File: src/rtl/dts_pkg.sv
// Types, constants and codes for the deadline timer scheduler.
package dts_pkg;

  localparam int SLOTS      = 16;
  localparam int IDX_W      = (SLOTS > 1) ? $clog2(SLOTS) : 1;
  localparam int CNT_W      = $clog2(SLOTS + 1);
  localparam int ID_W       = 4;
  localparam int SEC_W      = 32;
  localparam int ACT_W      = 5;
  localparam int CMP_W      = (IDX_W > ID_W) ? IDX_W : ID_W;
  // only slots reachable through a 4-bit id can ever be armed
  localparam int MAX_ACTIVE = (SLOTS < (1 << ID_W)) ? SLOTS : (1 << ID_W);

  typedef enum logic [1:0] {
    OP_ARM    = 2'd0,
    OP_CANCEL = 2'd1,
    OP_CHECK  = 2'd2,
    OP_CLEAR  = 2'd3
  } op_t;

  typedef enum logic [2:0] {
    ST_ARMED     = 3'd0,
    ST_ZERO      = 3'd1,
    ST_OVERFLOW  = 3'd2,
    ST_CANCELLED = 3'd3,
    ST_INACTIVE  = 3'd4,
    ST_ONCE      = 3'd5,
    ST_LOOPED    = 3'd6,
    ST_NONE      = 3'd7
  } status_t;

  typedef enum logic [1:0] {
    S_IDLE,
    S_RANK,
    S_EMIT
  } state_t;

  typedef struct packed {
    op_t               operation;
    logic [ID_W-1:0]   timer_id;
    logic [SEC_W-1:0]  period_sec;
    logic              loop_flag;
    logic [SEC_W-1:0]  now_sec;
  } cmd_item_t;

  typedef struct packed {
    logic [ID_W-1:0]   timer_id_res;
    status_t           status;
    logic [ACT_W-1:0]  active_count;
    logic              last;
  } res_item_t;

  // deadline circulating round the ring during ranking
  typedef struct packed {
    logic              due;
    logic [SEC_W-1:0]  end_sec;
    logic [IDX_W-1:0]  idx;
  } pass_t;

  // broadcast from the sequencer to every cell
  typedef struct packed {
    logic              load;
    logic              rank;
    logic              emit;
    logic              arm;
    logic              cancel;
    logic              clear;
    logic [ID_W-1:0]   id;
    logic [SEC_W-1:0]  now;
    logic [SEC_W-1:0]  interval;
    logic              loop_flag;
    logic [SEC_W-1:0]  end_new;
    logic [CNT_W-1:0]  k;
  } cell_ctl_t;

  typedef struct packed {
    logic              sel_active;
    logic              hit;
    logic              loops;
  } cell_stat_t;

endpackage

File: src/rtl/dts_cell.sv
// One timer slot: holds its deadline, ranks itself against the ring, re-arms on expiry.
module dts_cell import dts_pkg::*; (
  input  logic              clk,
  input  logic              rst,
  input  logic [IDX_W-1:0]  idx,
  input  cell_ctl_t         ctl,
  input  pass_t             pass_in,
  output pass_t             pass_out,
  output cell_stat_t        stat
);

  logic             active;
  logic             due;
  logic             loop_q;
  logic [SEC_W-1:0] end_sec;
  logic [SEC_W-1:0] ival;
  logic [CNT_W-1:0] rank;
  pass_t            pass;

  logic             match;
  logic             due_now;
  logic             ahead;
  logic [SEC_W:0]   sum;

  assign match   = (CMP_W'(ctl.id) == CMP_W'(idx));
  assign due_now = active && (end_sec <= ctl.now);
  // passing deadline sorts ahead of ours: earlier end, or same end and lower slot
  assign ahead   = pass.due && ((pass.end_sec < end_sec) ||
                   ((pass.end_sec == end_sec) && (pass.idx < idx)));
  assign sum     = {1'b0, end_sec} + {1'b0, ival};

  assign stat.sel_active = match && active;
  assign stat.hit        = due && (rank == ctl.k);
  assign stat.loops      = loop_q && !sum[SEC_W];
  assign pass_out        = pass;

  always_ff @(posedge clk) begin
    if (rst) begin
      active <= 1'b0;
      due    <= 1'b0;
    end else begin
      if (ctl.clear) begin
        active <= 1'b0;
      end else if (ctl.arm && match) begin
        active <= 1'b1;
      end else if (ctl.cancel && match) begin
        active <= 1'b0;
      end else if (ctl.emit && stat.hit) begin
        active <= stat.loops;
      end
      if (ctl.load) begin
        due <= due_now;
      end
    end
  end

  always_ff @(posedge clk) begin
    if (ctl.arm && match) begin
      end_sec <= ctl.end_new;
      ival    <= ctl.interval;
      loop_q  <= ctl.loop_flag;
    end else if (ctl.emit && stat.hit && stat.loops) begin
      end_sec <= sum[SEC_W-1:0];
    end
    if (ctl.load) begin
      rank <= '0;
      pass <= '{due: due_now, end_sec: end_sec, idx: idx};
    end else if (ctl.rank) begin
      pass <= pass_in;
      if (ahead) begin
        rank <= rank + CNT_W'(1);
      end
    end
  end

endmodule

File: config.mk
export PLATFORM = sky130hd
export DESIGN_NAME = dts_cell
export DESIGN_NICKNAME = d
export VERILOG_FILES = /design/src/rtl/dts_pkg.sv /design/src/rtl/dts_cell.sv
export SDC_FILE = /design/constraint.sdc
export NUM_CORES = 1
export LEC_CHECK = 0
export BUFFER_PORTS_ARGS = -buffer_cell sky130_fd_sc_hd__buf_4
export CORE_MARGIN = 8
export CORE_UTILIZATION = 30
export CTS_CLUSTER_DIAMETER = 50
export DETAILED_ROUTE_END_ITERATION = 12
export PLACE_DENSITY = 0.46
export REMOVE_ABC_BUFFERS = 1
export SYNTH_ARGS = -nofsm -noshare
export SYNTH_HDL_FRONTEND = slang
export SYNTH_SLANG_ARGS = --single-unit
File: constraint.sdc
create_clock -name clk -period 6.2 [get_ports clk]
set_input_delay 0.93 -clock clk [delete_from_list [all_inputs] [get_ports clk]]
set_output_delay 0.93 -clock clk [all_outputs]
set_load 0.05 [all_outputs]
==> impl_metrics.py, run 1 <==
metrics = {
    "cells_and_area": {
        "drive_above_1_share_pct": 27.7,
        "num-fill-cells": 2538,
        "fin_area_um2": 9810,
        "multiInputGateArea_um2": 4140,
        "diodes": 0,
        "syn_to_final_growth_pct": 27.0,
        "fin_cells": 1268,
        "num-nets-final": 1189,
        "seq_area_um2": 3200,
    },
    "setup_path": {
        "regToRegStartpoint": "end_sec[0]",
        "critical_path_required_ps": 5270,
        "crit_path_end_kind": "output pin",
        "arrival_ps": 3350,
        "reg2regPathDepth": 11,
        "cp-startpoint": "end_sec[0]",
        "startpoint_type": "flop",
        "crit_fanout": 4,
        "crit_type": "reg -> out",
    },
    "min_path": {
        "hp-start": "due",
        "hold_path_depth": 2,
        "hold_class": "reg -> reg",
    },
    "timing": {
        "whs_ps": 471,
        "max_freq_mhz": 233,
        "hold_viol": 0,
        "period_share_pct": 69.1,
        "worstMarginPinSlew_ps": 1050,
        "setup_viol": 0,
        "worst_clock_skew_ps": 10.3,
        "setup_tns_ps": 0,
        "fin_ws_ps": 1920,
        "drv_slew": 0,
        "post-route-min-period_ps": 4280,
        "slew_headroom_pct": 29.8,
        "rsz0062_at_grt": "no",
    },
    "drt": {
        "wl_per_cell_um": 19.4,
        "via_per_inst": 4.83,
        "vias": 6127,
        "drc": 0,
        "ant_nets": 0,
        "first_pass_iters": 4,
        "drt_iter0_markers": 283,
        "routed_wl_um": 24600,
    },
    "flow_run": {
        "drv_cap": 0,
    },
    "yosys": {
        "synth_cell_types": 60,
        "async_flop_share_pct": 0,
        "ys_warn_count": 0,
        "synth_top_cell_by_area": "edfxtp_1",
        "synth_seq_cells": 109,
        "synth.most_common_cell": "edfxtp_1",
        "synth_top_area_share_pct": 39.7,
        "yosys-top-cells-area": "edfxtp_1 (40%), ha_1 (16%), mux2_2 (5.5%), a21oi_1 (4.1%), a21o_1 (4.0%)",
        "synth_area_um2": 7720,
        "synth_common_cells": "edfxtp_1 (102), ha_1 (100), inv_1 (79), a21oi_1 (63), nor2_1 (51)",
        "ys_seq_area_share_pct": 41.5,
        "synth_ff_type": "edfxtp_1",
        "synthCells": 747,
        "avgSynthCellArea_um2": 10.3,
        "synth-edff-count": 102,
    },
    "placed_design": {
        "globalplace.congestion": 0.832,
        "port_buffers": 194,
        "place_area_um2": 9530,
        "place_ws_ps": 2260,
        "dp_hpwl_um": 19500,
        "dp.cells": 1252,
    },
    "clocking": {
        "cts.path.max_buffers": 2,
        "clk_pin_slew_worst_paths_ps": 80,
        "clock-sinks": 109,
        "post_cts_buffers": 0,
        "cts_root_buf": "clkbuf_16",
        "cts_tree": "done",
        "htree_levels": 3,
        "cts_resized": 0,
        "clock_latency_ps": 360,
        "cts_hold_buf": 0,
        "cts_inserted_buffers": 9,
    },
    "outcome": {
        "status": "finished, final reports clean",
    },
    "floorplanning": {
        "initial_utilization_pct": 30.6,
        "ios": 195,
        "dieArea_um2": 31100,
        "die_w_um": 176,
        "core-area_um2": 25300,
        "rows": 58,
        "dieHeight_um": 176,
    },
    "global_routing": {
        "antenna_found_initial": 0,
        "grt_use_total_pct": 15.5,
        "grt_max_degree": 58,
        "grt_pass1_wl_um": 37100,
        "gr-total-overflow": 0,
        "grt_pass1_vias": 6379,
    },
    "power": {
        "leakage_nw": 4.48,
        "power_density_nw_per_um2": 192,
        "ir_drop_mv": 0.0890,
    },
}
==> placed cells by master (no fill, tap or decap), types with 19 or more instances in the layout <==
cell      count
nand4_1      28
edfxtp_1    102
buf_4       196
a21oi_1      63
nand2_1      26
xor2_1       19
inv_1        79
mux2_2       38
a21o_1       41
ha_1        100
o21ai_0      29
nor2_1       51
==> metal layers <==
layer  global-route usage, %  up-vias  part of all wire (%)
met1                    21.2     2846                    48
met4                    3.05        0                  0.95
met2                    25.0      137                    46
met5                       0        -                     0
li1                        -     3133                     -
met3                    3.01       11                   4.7
==> cell type report <==
type                            instances  area share, %
Multi-Input combinational cell        537           42.2
Sequential cell                       109           32.6
Timing Repair Buffer                  196           15.0
Tap cell                              330           4.21
Inverter                               80           3.06
Clock buffer                           14           2.59
Clock inverter                          2          0.357
==> worst max-delay path: stages, from the launching register on <==
cell and delay [ps]:
edfxtp_1 440, ha_1 260, inv_1 70, fa_1 200, nor2b_1 70, o31a_1 310, o21bai_1 210, a211oi_1 140
or3b_1 420, a221oi_2 320, o2111a_2 320, buf_4 220
==> registers in the layout, summed over array words and instances, names as in the netlist <==
name and cells:
active 1, due 1, end_sec 32, ival 32, loop_q 1, pass_out 37
rank 5
==> metrics by stage <==
step	total power, mW	utilization [%]
floorplan	1.12	-
global placement	1.31	37.7
finish	1.89	38.9
detailed placement	1.31	37.7
global route	1.97	38.9
CTS	1.91	38.9
==> worst paths after layout <==
kind,to,slack (ps)
worst min-delay path,due,470
worst min register to register,due,470
worst max-delay path,stat[0],1920
worst max register to register,end_sec[8],2260
==> where the power goes <==
group	total, mW	switching (mW)	internal, mW
Sequential	0.870	0.0237	0.846
Clock	0.599	0.274	0.326
Combinational	0.418	0.230	0.187
Total	1.89	0.528	1.36
==> logic make-up (layout without fill, tap and decap cells) <==
group                      Yosys count  in the layout  synth area share (%)
xor gates and xnor gates            34             34                  3.85
and+or+nand+nor                    176            176                  11.7
adders and majority gates          101            101                  16.5
buffers and inverters              101            292                  5.00
DFF                                109            109                  41.5
muxes                               39             39                  5.69
AOI/OAI and AO/OA                  187            187                  15.9
Power figures use the tool's default switching activity.
==> run 2: changes to the inputs <==
clock period = 4.1 ns   (was 6.2 ns; I/O delays follow)
==> impl_metrics.py, run 2 (synthesis gave the netlist of run 1 again) <==
metrics = {
    "cells_and_area": {
        "seq_area_um2": 3200,
        "largest_reg_flops": 37,
        "diodes": 0,
        "syn_to_final_growth_pct": 28.1,
        "drive_above_1_share_pct": 28.1,
        "fin_cells": 1272,
        "final_cell_mix": "buf_4 (197), edfxtp_1 (102), ha_1 (100)",
        "num-nets-final": 1193,
        "multiInputGateArea_um2": 4150,
        "layout_commonest_cell": "buf_4",
        "num-fill-cells": 2590,
    },
    "drt": {
        "drc": 0,
        "drt_iter0_markers": 336,
        "first_pass_iters": 5,
        "via_per_inst": 4.91,
        "ant_nets": 0,
        "routed_wl_um": 25200,
        "wl_per_cell_um": 19.8,
        "vias": 6240,
    },
    "setup_path": {
        "reg2regPathDepth": 12,
        "crit_type": "reg -> out",
        "startpoint_type": "flop",
        "crit_slowest_cell": "edfxtp_1",
        "critPathMaxStageDelay_ps": 420,
        "crit_fanout": 3,
        "arrival_ps": 3260,
        "crit_path_end_kind": "output pin",
        "cp_cell_sequence": "ha_1 > inv_1 > fa_1 > nor2b_1 > o31a_1 > o21bai_1 > a211oi_1 > or3b_1 > a221oi_4 > o2111a_2 > buf_6",
        "critical_path_required_ps": 3480,
    },
    "timing": {
        "period_share_pct": 94.5,
        "rsz0062_at_grt": "no",
        "max_freq_mhz": 258,
        "worst_clock_skew_ps": 7.94,
        "hold_viol": 0,
        "setup_tns_ps": 0,
        "setup_viol": 0,
        "post-route-min-period_ps": 3880,
        "slew_headroom_pct": 28.2,
        "drv_slew": 0,
        "worstMarginPinSlew_ps": 1080,
    },
    "outcome": {
        "status": "finished, final reports clean",
    },
    "global_routing": {
        "gr-total-overflow": 0,
        "antenna_found_initial": 0,
        "grt_use_total_pct": 15.9,
        "grt_pass1_wl_um": 37900,
        "grt_max_degree": 50,
        "grt_pass1_vias": 6654,
    },
    "min_path": {
        "hold_class": "in -> reg",
        "hold_path_depth": 2,
    },
    "placed_design": {
        "dp.cells": 1255,
        "globalplace.congestion": 0.825,
        "port_buffers": 194,
        "dp_hpwl_um": 20100,
    },
    "floorplanning": {
        "die_w_um": 176,
        "ios": 195,
        "rows": 58,
        "initial_utilization_pct": 30.6,
        "core-area_um2": 25300,
        "dieArea_um2": 31100,
        "dieHeight_um": 176,
    },
    "clocking": {
        "clock_latency_ps": 360,
        "htree_levels": 3,
        "cts_inserted_buffers": 9,
        "clk_pin_slew_worst_paths_ps": 80,
        "cts_hold_buf": 0,
        "cts_tree": "done",
        "cts.path.max_buffers": 2,
        "cts_root_buf": "clkbuf_16",
        "clock-sinks": 109,
    },
    "power": {
        "power_density_nw_per_um2": 291,
        "leakage_nw": 4.50,
        "ir_drop_mv": 0.125,
    },
    "flow_run": {
        "drv_cap": 0,
    },
}
[run 2: worst paths after layout]
check             start         end  slack (ps)
max          end_sec[0]     stat[0]         220
min                 rst         due         410
max reg2reg  end_sec[0]  end_sec[3]         640
min reg2reg         due         due         480
[run 2: per-layer routing]
layer  track usage (%)  wire length [um]  part of all wire, %
met1              20.9             11900                   47
met2              26.0             11600                   46
met5                 0                 0                    0
met3              2.91              1220                  4.9
met4              5.25               448                  1.8
[run 2: stage by stage]
stage	total power [mW]	instance area, um2	worst slack (ps)	utilization [%]	hold WS [ps]
floorplan	1.70	7640	35.3	-	439
global placement	1.99	9570	560	37.9	466
detailed placement	1.98	9570	548	37.9	479
CTS	2.92	9870	124	39.1	392
global route	3.01	9890	9.51	39.2	396
finish	2.88	9890	224	39.2	411
[run 2: final cells by class]
| class | instances | share of cell area (%) |
|---|---|---|
| sequential | 109 | 32.4 |
| clock buffer | 13 | 2.53 |
| timing repair buffer | 200 | 15.5 |
| clock inverter | 3 | 0.468 |
| multi-input combinational | 537 | 41.9 |
| inverter | 80 | 3.04 |
| tap | 330 | 4.17 |
[run 2: report_power, final]
part | total (mW) | switching (mW) | internal (mW)
Combinational | 0.639 | 0.351 | 0.287
Sequential | 1.32 | 0.0366 | 1.28
Clock | 0.922 | 0.428 | 0.494
[run 2: timing repair]
| action | 4_1_cts | 5_1_grt |
|---|---|---|
| setup endpoints to repair | 0 | 1 |
| buffers inserted | 0 | 1 |
| gates resized for setup | 0 | 2 |
[run 2: critical path, delay by kind of cell, from the launching register on]
family | cells | cell delay, ps
AOI/OAI and AO/OA | 5 | 1300
and+or+nand+nor | 2 | 490
adders and majority gates | 2 | 440
DFF | 1 | 420
buffers and inverters | 2 | 250
